<file path="config.mk">
export PLATFORM = sky130hd
export DESIGN_NAME = glyph_coverage_rgb565_blend
export DESIGN_NICKNAME = d
export VERILOG_FILES = /design/src/sv/gcb_pkg.sv /design/src/sv/gcb_front.sv /design/src/sv/gcb_blend.sv /design/src/sv/glyph_coverage_rgb565_blend.sv
export SDC_FILE = /design/constraint.sdc
export NUM_CORES = 1
export LEC_CHECK = 0
export BUFFER_PORTS_ARGS = -buffer_cell sky130_fd_sc_hd__buf_2
export CORE_AREA = 2 2 206 208
export CTS_CLUSTER_SIZE = 16
export DETAILED_ROUTE_END_ITERATION = 6
export DIE_AREA = 0 0 208 210
export PLACE_DENSITY = 0.69
export SYNTH_ARGS = -nofsm -noshare
export SYNTH_HDL_FRONTEND = slang
export SYNTH_HIERARCHICAL = 1
export SYNTH_SLANG_ARGS = --single-unit
</file>
<file path="constraint.sdc">
create_clock -name i_clk -period 22.7 [get_ports i_clk]
set_clock_uncertainty 0.1 [all_clocks]
set_input_delay 2.27 -clock i_clk [delete_from_list [all_inputs] [get_ports i_clk]]
set_output_delay 2.27 -clock i_clk [all_outputs]
set_load 0.02 [all_outputs]
</file>
<file path="src/sv/gcb_pkg.sv">
// ----------------------------------------------------------------------------
// gcb_pkg: shared types and helpers for the glyph coverage blend
// Field widths, configuration register codes, the stage-to-stage
// transaction struct and the floor divide by 255.
// ----------------------------------------------------------------------------
package gcb_pkg;

    // field widths
    localparam int COV_W       = 8;
    localparam int OFF_W       = 3;
    localparam int COORD_W     = 11;
    localparam int PIX_W       = 16;
    localparam int PIX_IDX_W   = 19;
    localparam int ALPHA_W     = 8;
    localparam int CFG_IDX_W   = 2;
    localparam int CFG_DATA_W  = 16;
    localparam int S_TDATA_W   = 56;
    localparam int M_TDATA_W   = 40;

    // default panel size
    localparam int DEF_VIEW_WIDTH  = 800;
    localparam int DEF_VIEW_HEIGHT = 480;

    // register reset values
    localparam logic [PIX_W-1:0]   RST_TEXT_COLOR   = 16'h0000;
    localparam logic [ALPHA_W-1:0] RST_GLOBAL_ALPHA = 8'd220;

    // configuration register indexes
    localparam logic [CFG_IDX_W-1:0] CFG_TEXT_COLOR     = 2'd0;
    localparam logic [CFG_IDX_W-1:0] CFG_GLOBAL_ALPHA   = 2'd1;
    localparam logic [CFG_IDX_W-1:0] CFG_COVERAGE_DEPTH = 2'd2;

    localparam logic [ALPHA_W-1:0] ALPHA_FULL = 8'd255;

    // coverage depth codes
    typedef enum logic [1:0] {
        DEPTH_1BPP = 2'd0,
        DEPTH_2BPP = 2'd1,
        DEPTH_4BPP = 2'd2,
        DEPTH_8BPP = 2'd3
    } t_depth;

    // front end to blend stage transaction
    typedef struct packed {
        logic [PIX_IDX_W-1:0] idx;
        logic [ALPHA_W-1:0]   eff;
        logic [PIX_W-1:0]     bg;
    } t_mid;

    // floor(x / 255), exact for x up to 65279 (quotient fits in 8 bits)
    function automatic logic [7:0] div255(input logic [15:0] x);
        logic [16:0] t;
        t = {1'b0, x} + 17'(x[15:8]) + 17'd1;
        return t[15:8];
    endfunction

endpackage

</file>
<file path="src/sv/gcb_front.sv">
// ----------------------------------------------------------------------------
// gcb_front: coverage decode, alpha scaling and index rotation
// Three register stages: decode and clip, multiply, divide and index sum.
// Pixels with zero effective alpha or off the panel drop out here.
// ----------------------------------------------------------------------------
module gcb_front #(
    parameter int VIEW_WIDTH  = gcb_pkg::DEF_VIEW_WIDTH,
    parameter int VIEW_HEIGHT = gcb_pkg::DEF_VIEW_HEIGHT
) (
    input  logic                          i_clk,
    input  logic                          i_rst_n,
    input  logic                          i_adv,
    input  logic                          i_vld,
    input  logic [gcb_pkg::COV_W-1:0]     i_cov_byte,
    input  logic [gcb_pkg::OFF_W-1:0]     i_bit_offset,
    input  logic [gcb_pkg::COORD_W-1:0]   i_user_x,
    input  logic [gcb_pkg::COORD_W-1:0]   i_user_y,
    input  logic [gcb_pkg::PIX_W-1:0]     i_bg,
    input  logic [gcb_pkg::ALPHA_W-1:0]   i_alpha,
    input  gcb_pkg::t_depth               i_depth,
    output logic                          o_vld,
    output gcb_pkg::t_mid                 o_mid
);
    import gcb_pkg::*;

    localparam logic [PIX_IDX_W-1:0] H_IDX  = PIX_IDX_W'(VIEW_HEIGHT);
    localparam logic [PIX_IDX_W-1:0] H_LAST = PIX_IDX_W'(VIEW_HEIGHT - 1);

    logic [COV_W-1:0] w_cov;
    logic [1:0]       w_pair;
    logic [3:0]       w_nib;
    logic             w_onscreen;

    // stage 1 registers
    logic                 r1_vld;
    logic [COV_W-1:0]     r1_cov;
    logic [COORD_W-2:0]   r1_x;
    logic [COORD_W-2:0]   r1_y;
    logic [PIX_W-1:0]     r1_bg;
    // stage 2 registers
    logic                 r2_vld;
    logic [15:0]          r2_prod;
    logic [PIX_IDX_W-1:0] r2_xprod;
    logic [COORD_W-2:0]   r2_y;
    logic [PIX_W-1:0]     r2_bg;
    // stage 3 registers
    logic                 r3_vld;
    t_mid                 r3_mid;
    logic [ALPHA_W-1:0]   n3_eff;

    // coverage decode, code replicated into 8 bits equals code times 255/max
    always_comb begin
        w_pair = i_cov_byte[{2'd3 - i_bit_offset[2:1], 1'b0} +: 2];
        w_nib  = i_bit_offset[2] ? i_cov_byte[3:0] : i_cov_byte[7:4];
        unique case (i_depth)
            DEPTH_1BPP: w_cov = {8{i_cov_byte[3'd7 - i_bit_offset]}};
            DEPTH_2BPP: w_cov = {4{w_pair}};
            DEPTH_4BPP: w_cov = {2{w_nib}};
            DEPTH_8BPP: w_cov = i_cov_byte;
            default:    w_cov = i_cov_byte;
        endcase
    end

    // panel clip
    assign w_onscreen = !i_user_x[COORD_W-1] && !i_user_y[COORD_W-1]
                     && (32'(i_user_x[COORD_W-2:0]) < 32'(VIEW_WIDTH))
                     && (32'(i_user_y[COORD_W-2:0]) < 32'(VIEW_HEIGHT));

    // valid bits
    always_ff @(posedge i_clk) begin
        if (!i_rst_n) begin
            r1_vld <= 1'b0;
            r2_vld <= 1'b0;
            r3_vld <= 1'b0;
        end else if (i_adv) begin
            r1_vld <= i_vld && w_onscreen && (w_cov != '0);
            r2_vld <= r1_vld;
            r3_vld <= r2_vld && (n3_eff != '0);
        end
    end

    assign n3_eff = div255(r2_prod);

    // payload pipeline
    always_ff @(posedge i_clk) begin
        if (i_adv) begin
            r1_cov         <= w_cov;
            r1_x           <= i_user_x[COORD_W-2:0];
            r1_y           <= i_user_y[COORD_W-2:0];
            r1_bg          <= i_bg;
            r2_prod        <= 16'(r1_cov) * 16'(i_alpha);
            r2_xprod       <= PIX_IDX_W'(r1_x) * H_IDX;
            r2_y           <= r1_y;
            r2_bg          <= r1_bg;
            r3_mid.eff     <= n3_eff;
            r3_mid.idx     <= r2_xprod + H_LAST - PIX_IDX_W'(r2_y);
            r3_mid.bg      <= r2_bg;
        end
    end

    assign o_vld = r3_vld;
    assign o_mid = r3_mid;

endmodule

</file>
<file path="src/sv/gcb_blend.sv">
// ----------------------------------------------------------------------------
// gcb_blend: per-channel RGB565 mix of text color over background
// Stage 4 forms the weighted sums, stage 5 divides by 255 and is the
// output register.
// ----------------------------------------------------------------------------
module gcb_blend (
    input  logic                           i_clk,
    input  logic                           i_rst_n,
    input  logic                           i_adv,
    input  logic                           i_vld,
    input  gcb_pkg::t_mid                  i_mid,
    input  logic [gcb_pkg::PIX_W-1:0]      i_text_color,
    output logic                           o_vld,
    output logic [gcb_pkg::PIX_IDX_W-1:0]  o_idx,
    output logic [gcb_pkg::PIX_W-1:0]      o_val
);
    import gcb_pkg::*;

    logic [ALPHA_W-1:0]   w_inv;

    // stage 4 registers
    logic                 r4_vld;
    logic                 r4_full;
    logic [PIX_IDX_W-1:0] r4_idx;
    logic [12:0]          r4_sum_r;
    logic [13:0]          r4_sum_g;
    logic [12:0]          r4_sum_b;
    // stage 5 registers
    logic                 r5_vld;
    logic [PIX_IDX_W-1:0] r5_idx;
    logic [PIX_W-1:0]     r5_val;
    logic [PIX_W-1:0]     n5_val;

    assign w_inv = ALPHA_FULL - i_mid.eff;

    always_ff @(posedge i_clk) begin
        if (!i_rst_n) begin
            r4_vld <= 1'b0;
            r5_vld <= 1'b0;
        end else if (i_adv) begin
            r4_vld <= i_vld;
            r5_vld <= r4_vld;
        end
    end

    // divide by 255 and pack, full alpha takes the text color as is
    always_comb begin
        if (r4_full) begin
            n5_val = i_text_color;
        end else begin
            n5_val = {5'(div255(16'(r4_sum_r))), 6'(div255(16'(r4_sum_g))),
                      5'(div255(16'(r4_sum_b)))};
        end
    end

    // weighted sums, then result
    always_ff @(posedge i_clk) begin
        if (i_adv) begin
            r4_full  <= (i_mid.eff == ALPHA_FULL);
            r4_idx   <= i_mid.idx;
            r4_sum_r <= 13'(i_text_color[15:11]) * 13'(i_mid.eff)
                      + 13'(i_mid.bg[15:11]) * 13'(w_inv);
            r4_sum_g <= 14'(i_text_color[10:5]) * 14'(i_mid.eff)
                      + 14'(i_mid.bg[10:5]) * 14'(w_inv);
            r4_sum_b <= 13'(i_text_color[4:0]) * 13'(i_mid.eff)
                      + 13'(i_mid.bg[4:0]) * 13'(w_inv);
            r5_idx   <= r4_idx;
            r5_val   <= n5_val;
        end
    end

    assign o_vld = r5_vld;
    assign o_idx = r5_idx;
    assign o_val = r5_val;

endmodule

</file>
<file path="src/sv/glyph_coverage_rgb565_blend.sv">
// ----------------------------------------------------------------------------
// glyph_coverage_rgb565_blend: anti-aliased glyph pixel blend
// Decodes glyph coverage, scales it by global alpha, rotates the point
// into a portrait framebuffer index and mixes text color over background.
// ----------------------------------------------------------------------------
// Takes one glyph pixel per clock unless stalled; its register stages are
// decode and clip, the coverage-times-alpha multiply, its divide by 255 with
// the index sum, and the two-step channel mix (multiply, then divide by 255).
// Pixels that are off the panel or have zero effective alpha give no result
// and leave a bubble. The whole pipeline stalls only while a result sits in
// the output register and the sink is not ready. Configuration writes are
// always taken and must only happen while no pixel is in flight.
module glyph_coverage_rgb565_blend #(
    parameter int VIEW_WIDTH  = gcb_pkg::DEF_VIEW_WIDTH,
    parameter int VIEW_HEIGHT = gcb_pkg::DEF_VIEW_HEIGHT
) (
    input  logic                              i_clk,
    input  logic                              i_rst_n,
    // pixel input
    input  logic                              s_axis_tvalid,
    output logic                              s_axis_tready,
    // coverage_byte, bit_offset, user_x, user_y, background_pixel, zero pad
    input  logic [gcb_pkg::S_TDATA_W-1:0]     s_axis_tdata,
    // framebuffer write output
    output logic                              m_axis_tvalid,
    input  logic                              m_axis_tready,
    // pixel_index, pixel_value, zero pad
    output logic [gcb_pkg::M_TDATA_W-1:0]     m_axis_tdata,
    // configuration write
    input  logic                              i_cfg_valid,
    output logic                              o_cfg_ready,
    input  logic [gcb_pkg::CFG_IDX_W-1:0]     i_cfg_index,
    input  logic [gcb_pkg::CFG_DATA_W-1:0]    i_cfg_data
);
    import gcb_pkg::*;

    logic [PIX_W-1:0]     r_text_color;
    logic [ALPHA_W-1:0]   r_global_alpha;
    t_depth               r_coverage_depth;

    logic                 w_adv;
    logic                 w_mid_vld;
    t_mid                 w_mid;
    logic                 w_out_vld;
    logic [PIX_IDX_W-1:0] w_out_idx;
    logic [PIX_W-1:0]     w_out_val;

    // configuration registers
    assign o_cfg_ready = 1'b1;

    always_ff @(posedge i_clk) begin
        if (!i_rst_n) begin
            r_text_color     <= RST_TEXT_COLOR;
            r_global_alpha   <= RST_GLOBAL_ALPHA;
            r_coverage_depth <= DEPTH_4BPP;
        end else if (i_cfg_valid && o_cfg_ready) begin
            unique case (i_cfg_index)
                CFG_TEXT_COLOR:     r_text_color     <= i_cfg_data;
                CFG_GLOBAL_ALPHA:   r_global_alpha   <= i_cfg_data[ALPHA_W-1:0];
                CFG_COVERAGE_DEPTH: r_coverage_depth <= t_depth'(i_cfg_data[1:0]);
                default: ;
            endcase
        end
    end

    // pipeline moves unless a result waits on a stalled sink
    assign w_adv         = !w_out_vld || m_axis_tready;
    assign s_axis_tready = w_adv;

    gcb_front #(
        .VIEW_WIDTH  (VIEW_WIDTH),
        .VIEW_HEIGHT (VIEW_HEIGHT)
    ) u_front (
        .i_clk        (i_clk),
        .i_rst_n      (i_rst_n),
        .i_adv        (w_adv),
        .i_vld        (s_axis_tvalid),
        .i_cov_byte   (s_axis_tdata[7:0]),
        .i_bit_offset (s_axis_tdata[10:8]),
        .i_user_x     (s_axis_tdata[21:11]),
        .i_user_y     (s_axis_tdata[32:22]),
        .i_bg         (s_axis_tdata[48:33]),
        .i_alpha      (r_global_alpha),
        .i_depth      (r_coverage_depth),
        .o_vld        (w_mid_vld),
        .o_mid        (w_mid)
    );

    gcb_blend u_blend (
        .i_clk        (i_clk),
        .i_rst_n      (i_rst_n),
        .i_adv        (w_adv),
        .i_vld        (w_mid_vld),
        .i_mid        (w_mid),
        .i_text_color (r_text_color),
        .o_vld        (w_out_vld),
        .o_idx        (w_out_idx),
        .o_val        (w_out_val)
    );

    assign m_axis_tvalid = w_out_vld;
    assign m_axis_tdata  = {5'd0, w_out_val, w_out_idx};

    // checks

    // a pixel reaching the mixer always has nonzero effective alpha
    a_mid_eff_nonzero: assert property (@(posedge i_clk) disable iff (!i_rst_n)
        w_mid_vld |-> (w_mid.eff != '0))
        else $error("blend stage received zero effective alpha");

    // index stays inside the panel when the panel fits the index width
    a_idx_in_panel: assert property (@(posedge i_clk) disable iff (!i_rst_n)
        (m_axis_tvalid && (VIEW_WIDTH * VIEW_HEIGHT <= (1 << PIX_IDX_W)))
        |-> (32'(w_out_idx) < 32'(VIEW_WIDTH * VIEW_HEIGHT)))
        else $error("pixel index outside panel");

    // a stalled sink freezes the input side in the same cycle
    a_stall_blocks_input: assert property (@(posedge i_clk) disable iff (!i_rst_n)
        (m_axis_tvalid && !m_axis_tready) |-> !s_axis_tready)
        else $error("input accepted while output stalled");

endmodule
</file>
=== Word-level counts from Yosys, hierarchy flattened ===
Index checks and enable logic that the tools add are counted.
Widths: inputs -> output; s select.

* Register bits after elaboration: 269
* Bits of input ports: 79
* Output and inout bits: 43
* Word-level logic and storage cells: 82

* Add/sub/neg operators: 16
* Multiply operators: 8
* $lt $le $gt $ge: 3
* Eq/ne operators: 6
* Shift operators: 1
* Multiplexer cells: 5
* Reduce and logical (&&, ||, !) cells: 17

{| class="wikitable"
|+ Operator list
! operator !! count
|-
| $mul 5x8->13 || 4
|-
| $pmux 8 s4 || 1
|-
| $mul 6x8->14 || 2
|-
| $add 13x1->13 const B || 2
|-
| $add 13x13->13 || 2
|-
| $add 13x5->13 || 2
|-
| $add 19x9->19 const B || 1
|-
| $sub 19x10->19 || 1
|-
| $add 16x1->16 const B || 1
|-
| $add 16x8->16 || 1
|-
| $mul 8x8->16 || 1
|-
| $mux 16 || 1
|-
| $reduce_bool 8->1 || 2
|-
| $add 14x1->14 const B || 1
|-
| $add 14x14->14 || 1
|-
| $add 14x6->14 || 1
|-
| $mul 10x4->14 const B || 1
|-
| $lt 10x10->1 const B || 1
|-
| $lt 10x9->1 const B || 1
|-
| $eq 8x8->1 const B || 1
|-
| $shiftx 8x4->2 || 1
|-
| $sub 8x8->8 const A || 1
|-
| $eq 2x2->1 const B || 3
|-
| $logic_and 1x1->1 || 6
|-
| other kinds (11) || 17
|}

=== Logic depth before layout (Yosys ltp) ===
Gate-level depths: netlist of the first run.

* Depth after elaboration: 6
* Depth in mapped cells: 19
* Gate-level depth less buffers: 17

=== By module ===
The synthesis of the first run kept the hierarchy.

{| class="wikitable"
|+ Modules (own cells, without submodules)
! module !! instances !! cells an instance !! area each (um^2) !! seq. area each (um^2)
|-
| gcb_blend || 1 || 1180 || 11974.0 || 2892.8
|-
| gcb_front || 1 || 661 || 8650.8 || 4354.2
|-
| glyph_coverage_rgb565_blend || 1 || 122 || 1154.9 || 520.5
|}

=== Worst setup path before layout of the first run ===
No wires, ideal clock.

* Path type: input to output
* Start: in m_axis_tready
* End: out s_axis_tready
* Arrival: 8.272 ns
* Path slack: 12.058 ns
* Stages on the path: 1
* Cell sequence: nand2b_1

* Word-level cells in the longest chain between the ends: 1

{| class="wikitable"
|+ Ends and longest elaborated chain
! element !! RTL line !! RTL
|-
| from (decl) || glyph_coverage_rgb565_blend.sv:26 || <nowiki>input logic m_axis_tready,</nowiki>
|-
| $logic_or 1x1->1 || glyph_coverage_rgb565_blend.sv:67 || <nowiki>assign w_adv = !w_out_vld || m_axis_tready;</nowiki>
|-
| to (decl) || glyph_coverage_rgb565_blend.sv:21 || <nowiki>output logic s_axis_tready,</nowiki>
|}

No other way between the ends.

=== Worst setup path after layout of the first run ===
* Start: reg u_front.r3_mid (netlist bit u_front/o_mid[20])
* End: reg u_blend.r4_sum_r[10], data pin

* Word-level cells in the longest chain between the ends: 3

{| class="wikitable"
|+ Ends and longest elaborated chain
! element !! RTL line !! RTL
|-
| from (decl) || gcb_front.sv:48 || <nowiki>t_mid r3_mid;</nowiki>
|-
| $sub 8x8->8 || gcb_blend.sv:34 || <nowiki>assign w_inv = ALPHA_FULL - i_mid.eff;</nowiki>
|-
| $mul 5x8->13 || gcb_blend.sv:62 || <nowiki>+ 13'(i_mid.bg[15:11]) * 13'(w_inv);</nowiki>
|-
| $add 13x13->13 (*) || gcb_blend.sv:62 ||
|-
| to (signal assigned) || gcb_blend.sv:61 || <nowiki>r4_sum_r <= 13'(i_text_color[15:11]) * 13'(i_mid.eff)</nowiki>
|-
| to (decl) || gcb_blend.sv:25 || <nowiki>logic [12:0] r4_sum_r;</nowiki>
|}

Every way passes the cells marked *; elsewhere a longest branch is shown, timed or not.
A chain may end at the register's enable or synchronous reset.

==> reports/results.ini, run 1 <==
[sta]
max_freq_mhz = 174.1
max_slew.worst_pin.slew_ns = 1.126
rsz0062_at_grt = no
timing.final.max_slew_violations = 0
fin_tns_setup_ns = 0
setup_viol = 0
hold_viol_final = 0
period_minus_slack_ns = 5.743
post-route-period-util = 0.2530
slew_headroom = 0.2485

[global_routing]
grt_pass1_wl_um = 68790
antenna_found_initial = 0
track_usage = 0.1901
grt_max_degree = 78
grt_pass1_vias = 14360
overflow = 0

[place]
portBuffers = 108
gp_congestion = 0.8640
dp_hpwl_um = 30810
dp.cells = 2570

[logic_synthesis]
synth_edf_count = 238
synthFlopType = edfxtp_1
synth_seq_area_share = 0.3566
synth_top_family_by_area = adder cells
synth-simple-area-share = 0.1296
synth_area_um2 = 21780
avgSynthCellArea_um2 = 11.10
ys_warn_count = 6
synthMuxAreaShare = 0.01993
synth_fa_ha_area_frac = 0.3234
syn_inst = 1963
ys_types = 73
synth_xor_area_frac = 0.03298
ys_async_sr_fraction = 0
ys_ff_latch = 269
synth_compound_area_frac = 0.06675

[die]
ios = 122
die_x_um = 208
start_util = 0.5251
core_um2 = 41480
die_h_um = 210
die-area_um2 = 43680
row_count = 75

[worst_setup_path]
crit_chain = buf_4 > nand2b_1 > fa_1 > fa_1 > inv_1 > fa_1 > fa_1 > inv_1 > fa_1 > inv_1 > ha_1 > o21ai_0 > nor2_1 > o31ai_1 > o21ai_0 > xor2_1
r2r_slack_ns = 16.96
critPathLaunchType = flip-flop
r2r-start = u_front/o_mid[20]$_DFFE_PP_
critPathKind = flip-flop to flip-flop
slowest_delay_ns = 0.73
critPathBufInv = 4
r2r-end = u_blend/r4_sum_r[10]$_DFFE_PP_
critical_path_arrival_ns = 5.96
worstRegToRegCells = 16
crit_top_cell = fa_1
critPathMaxFanout = 19
cp.required_ns = 22.91
critical_path.slowest_cell = edfxtp_1
worstSetupEndpointType = flip-flop
cp-endpoint = u_blend/r4_sum_r[10]$_DFFE_PP_
cp-startpoint = u_front/o_mid[20]$_DFFE_PP_
cp.depth = 16
cpLargestDelayFamily = adder cells

[outcome]
status = finished clean

[routing]
wire_per_inst_um = 15.41
drt-total-wl_um = 40440
postRouteAntennaNets = 0
drt_iter0_drc = 575
via_per_inst = 5.210
drc = 0
drt_pass1_iterations = 5
vias = 13670

[cells_and_area]
fin_nets = 2566
n_fill_cell = 3585
drive_above_1_share = 0.09400
final_common_cell = inv_1
antenna_cells = 0
final_util = 0.5735
final_cell_mix = 330 x inv_1, 238 x edfxtp_1, 230 x fa_1
layoutNonFillerInstCount = 2624
areaGrowthSynthToFinish_pct = 9.226

[worst_hold_path]
min_path_type = flip-flop to flip-flop
whs_path_depth = 0

[cts]
cts-buffers-inserted = 29
clockBufferDepth = 3
cts-root-buf = clkbuf_16
cts_tree = built
postCtsSetupRepairBufs = 0
cts.sinks = 269
cts_max_level = 1
cts_resized = 0
clkTransAtPathRegs_ns = 0.06
ctsHoldBuffers = 0
insertion_delay_ns = 0.58

[job]
cap_viol_max_count = 0

-- metrics by stage --
step	setup WS [ns]	cell area [um2]	hold slack, ns
2_1_floorplan	12.06	21800	0.3003
3_3_place_gp	17.16	22830	0.3021
3_5_place_dp	16.99	22830	0.3045
4_1_cts	16.97	23790	0.3182
5_1_grt	16.67	23790	0.3217
6_report	16.96	23790	0.3171
-- registers in the layout (all words and copies together) (netlist names), 16 cells and up --
| name | flops |
|---|---|
| u_blend/o_val | 16 |
| u_front/o_mid | 43 |
| r_text_color | 16 |
| u_blend/o_idx | 19 |
| u_front/r1_bg | 16 |
| u_front/r2_prod | 16 |
| u_front/r2_bg | 16 |
| u_blend/r4_idx | 19 |
-- worst register-to-register path, cell delays in order (launching register included) --
cell	delay, ns
edfxtp_1	0.73
buf_4	0.36
nand2b_1	0.17
fa_1	0.45
fa_1	0.49
inv_1	0.05
fa_1	0.51
fa_1	0.55
inv_1	0.06
fa_1	0.52
inv_1	0.04
ha_1	0.33
o21ai_0	0.09
nor2_1	0.10
o31ai_1	0.53
o21ai_0	0.23
xor2_1	0.18
-- kinds of logic (layout without fill, tap and decap cells) --
| logic type | after synthesis | after routing |
|---|---|---|
| AND/OR/NAND/NOR | 547 | 547 |
| adder cells (fa/ha/maj) | 425 | 425 |
| buffers and inverters | 389 | 505 |
| flip-flops | 269 | 269 |
| AO/OA/AOI/OAI | 208 | 208 |
| XOR/XNOR | 82 | 82 |
| multiplexers | 40 | 40 |
| other | 3 | 9 |
-- layout make-up --
| class | instances | area [um2] | share of cell area |
|---|---|---|---|
| sequential | 269 | 7767 | 0.3265 |
| timing repair buffer | 120 | 630.6 | 0.02651 |
| clock buffer | 36 | 783.3 | 0.03292 |
| multi-input combinational | 1311 | 12510 | 0.5261 |
| clock inverter | 18 | 176.4 | 0.007416 |
| tap | 539 | 674.4 | 0.02835 |
| inverter | 331 | 1242 | 0.05223 |
-- synthesized netlist by cell type, types with 5 or more instances --
master    instances  area share
mux2_2            7      0.0036
a21oi_1          36      0.0083
nand4b_1          5      0.0020
o21bai_1          7      0.0024
o41ai_1           6      0.0024
and2_1           96       0.028
buf_1            14      0.0024
nor2b_1          98       0.028
a211oi_1         18      0.0062
or3_1             5      0.0014
nor2_1           71       0.012
clkbuf_1         31      0.0053
edfxtp_1        238        0.33
o21a_1           18      0.0062
o31ai_1           7      0.0024
nand3_1          19      0.0044
inv_1           330       0.057
xnor2_1          61       0.025
fa_1            230        0.21
mux2i_1          31       0.014
a31oi_1           6      0.0017
nand2b_1         37       0.011
nand2_1         172       0.030
nor3_1           17      0.0039
o21ai_1           5      0.0011
buf_4             7      0.0024
dfxtp_1          31       0.028
ha_1            195        0.11
a21o_1           15      0.0052
o211ai_1         16      0.0055
xor2_1           21      0.0084
nand4_1           9      0.0026
o21ai_0          36      0.0083
-- worst min path at each step --
stage / slack [ns] / start / to
2_1_floorplan: 0.30 / u_blend/r4_idx[0]$_DFFE_PP_ / u_blend/o_idx[0]$_DFFE_PP_
3_3_place_gp: 0.30 / u_front/o_mid[26]$_DFFE_PP_ / u_blend/r4_idx[2]$_DFFE_PP_
3_5_place_dp: 0.30 / u_front/o_mid[27]$_DFFE_PP_ / u_blend/r4_idx[3]$_DFFE_PP_
4_1_cts: 0.32 / u_front/r1_bg[13]$_DFFE_PP_ / u_front/r2_bg[13]$_DFFE_PP_
5_1_grt: 0.32 / u_blend/r4_idx[17]$_DFFE_PP_ / u_blend/o_idx[17]$_DFFE_PP_
6_report: 0.32 / u_front/r1_bg[13]$_DFFE_PP_ / u_front/r2_bg[13]$_DFFE_PP_
-- metal layers --
metal / part of all wire / GRT usage
met2: 0.50 / 0.3333
met3: 0.036 / 0.02131
met4: 0.021 / 0.05380
met1: 0.44 / 0.2514
met5: 0 / 0
Power of run 1 is left out: the tool's default activity adds up to more than one toggle a clock period on the data nets, which glitch-free logic cannot reach.
==> run 2: changes to the inputs <==
clock period = 5.46 ns   (was 22.7 ns; I/O delays follow)
==> run 2 against run 1 <==
Cell count up 1.1%. Sequential share of layout area fell by 0.54 points. First-iteration DRC count shrank 2.8%. Largest cell class unchanged. Hold slack worse by 0.29 ns. Sequential cell count unchanged. Count of clock-buffer cells in the layout increased by 2. Register-to-register slack worse by 17 ns.
==> reports/results.ini, run 2 (synthesized netlist as in run 1, its figures left out) <==
[outcome]
status = finished clean  ; unchanged

[worst_hold_path]
min_path_type = input port to flip-flop  ; was flip-flop to flip-flop
min_from = s_axis_tdata[42]  ; was u_front/r1_bg[13]$_DFFE_PP_

[cells_and_area]
final_cell_mix = 330 x inv_1, 238 x edfxtp_1, 230 x fa_1  ; unchanged
final_common_cell = inv_1  ; unchanged
areaGrowthSynthToFinish_pct = 11.07  ; was 9.226%
largest_reg_flops = 43  ; unchanged
fin_nets = 2593  ; was 2566
drive_above_1_share = 0.1074  ; was 0.09400
antenna_cells = 0  ; unchanged

[routing]
via_per_inst = 5.197  ; was 5.210
wire_per_inst_um = 15.51  ; was 15.41 um
vias = 13790  ; was 13670
drt_iter0_drc = 559  ; was 575
drt_pass1_iterations = 5  ; unchanged
postRouteAntennaNets = 0  ; unchanged
drt-total-wl_um = 41160  ; was 40440 um
drc = 0  ; unchanged

[cts]
cts.sinks = 269  ; unchanged
cts_max_level = 1  ; unchanged
cts_tree = built  ; unchanged
insertion_delay_ns = 0.59  ; was 0.58 ns
cts-root-buf = clkbuf_16  ; unchanged
ctsHoldBuffers = 0  ; unchanged
postCtsSetupRepairBufs = 0  ; unchanged
clkTransAtPathRegs_ns = 0.06  ; about the same
cts-buffers-inserted = 31  ; was 29
clockBufferDepth = 3  ; unchanged
cts_resized = 0  ; unchanged

[global_routing]
grt_pass1_vias = 14270  ; was 14360
grt_max_degree = 130  ; was 78
grt_pass1_wl_um = 69430  ; was 68790 um
antenna_found_initial = 0  ; unchanged
overflow = 0  ; unchanged
track_usage = 0.1923  ; was 0.1901

[sta]
max_freq_mhz = 192.5  ; was 174.1 MHz
fin_tns_setup_ns = 0  ; unchanged
slew_headroom = 0.2365  ; was 0.2485
hold_viol_final = 0  ; unchanged
post-route-period-util = 0.9514  ; was 0.2530
period_minus_slack_ns = 5.195  ; was 5.743 ns
rsz0062_at_grt = no  ; unchanged
setup_viol = 0  ; unchanged
max_slew.worst_pin.slew_ns = 1.144  ; was 1.126 ns
timing.final.ws_setup_ns = 0.2652  ; was 16.96 ns
timing.final.max_slew_violations = 0  ; unchanged

[die]
die_x_um = 208  ; unchanged
start_util = 0.5251  ; unchanged
die-area_um2 = 43680  ; unchanged
core_um2 = 41480  ; unchanged
row_count = 75  ; unchanged
ios = 122  ; unchanged
die_h_um = 210  ; unchanged

[worst_setup_path]
r2r-start = u_front/o_mid[16]$_DFFE_PP_  ; was u_front/o_mid[20]$_DFFE_PP_
cp.required_ns = 5.68  ; was 22.91 ns
critPathMaxFanout = 18  ; was 19
critical_path_arrival_ns = 5.41  ; was 5.96 ns
critPathLaunchType = flip-flop  ; unchanged
worstSetupEndpointType = flip-flop  ; unchanged
cp-startpoint = u_front/o_mid[16]$_DFFE_PP_  ; was u_front/o_mid[20]$_DFFE_PP_
critPathKind = flip-flop to flip-flop  ; unchanged
r2r_slack_ns = 0.27  ; was 16.96 ns

[place]
portBuffers = 108  ; unchanged
pre_cts_ws_ns = 0.1222  ; was 16.99 ns
dp_hpwl_um = 31510  ; was 30810 um
gp_congestion = 0.8539  ; was 0.8640

[job]
cap_viol_max_count = 0  ; unchanged

-- run 2: cell count changes in the layout (fill, tap and decap cells not counted), moves of 2 or more --
| cell | delta |
|---|---|
| clkbuf_16 | +2 |
| inv_4 | +3 |
| buf_4 | +17 |
| buf_12 | +8 |
| clkinv_4 | -2 |
| clkinv_2 | +2 |
| bufinv_16 | +2 |
| clkinv_1 | -2 |
-- run 2: final cells by class --
| type | instances | area [um2] |
|---|---|---|
| Fill cell | 3517 | 17290 |
| Tap cell | 539 | 674.4 |
| Multi-Input combinational cell | 1311 | 12510 |
| Sequential cell | 269 | 7767 |
| Inverter | 331 | 1242 |
| Clock buffer | 38 | 833.3 |
| Timing Repair Buffer | 145 | 918.4 |
| Clock inverter | 20 | 240.2 |
-- run 2: worst paths after layout --
check,to,cells past startpoint
hold / removal,u_front/r1_bg[9]$_DFFE_PP_,1
hold reg to reg,u_front/o_mid[0]$_DFFE_PP_,0
setup reg to reg,u_blend/r4_sum_b[11]$_DFFE_PP_,16
setup / recovery,u_blend/r4_sum_b[11]$_DFFE_PP_,16
-- run 2: routing by layer --
metal | GRT usage | wire, um
met1 | 0.2584 | 18420
met4 | 0.05209 | 858
met2 | 0.3344 | 20430
met3 | 0.02041 | 1448
met5 | 0 | 0
-- run 2: critical path, cell delays in order, from the launching register on --
cell	delay (ns)
edfxtp_1	0.51
buf_12	0.21
nand2b_1	0.16
fa_1	0.51
fa_1	0.55
inv_1	0.06
fa_1	0.50
fa_1	0.54
inv_1	0.05
fa_1	0.53
inv_1	0.04
ha_1	0.30
inv_1	0.08
o21ai_0	0.26
a211oi_1	0.12
a211oi_1	0.29
xor2_1	0.10
-- run 2: per-stage QoR --
stage | cell area (um2) | util | hold slack [ns] | instances
after floorplan | 21800 | - | 0.3003 | 1969
after global placement | 23100 | 0.5570 | 0.3013 | 2593
after detailed placement | 23100 | 0.5570 | 0.3045 | 2593
after CTS | 24180 | 0.5829 | 0.001022 | 2651
after global routing | 24190 | 0.5832 | 0.01174 | 2653
final | 24190 | 0.5832 | 0.03037 | 2653
Power of run 2 is left out for the same reason.
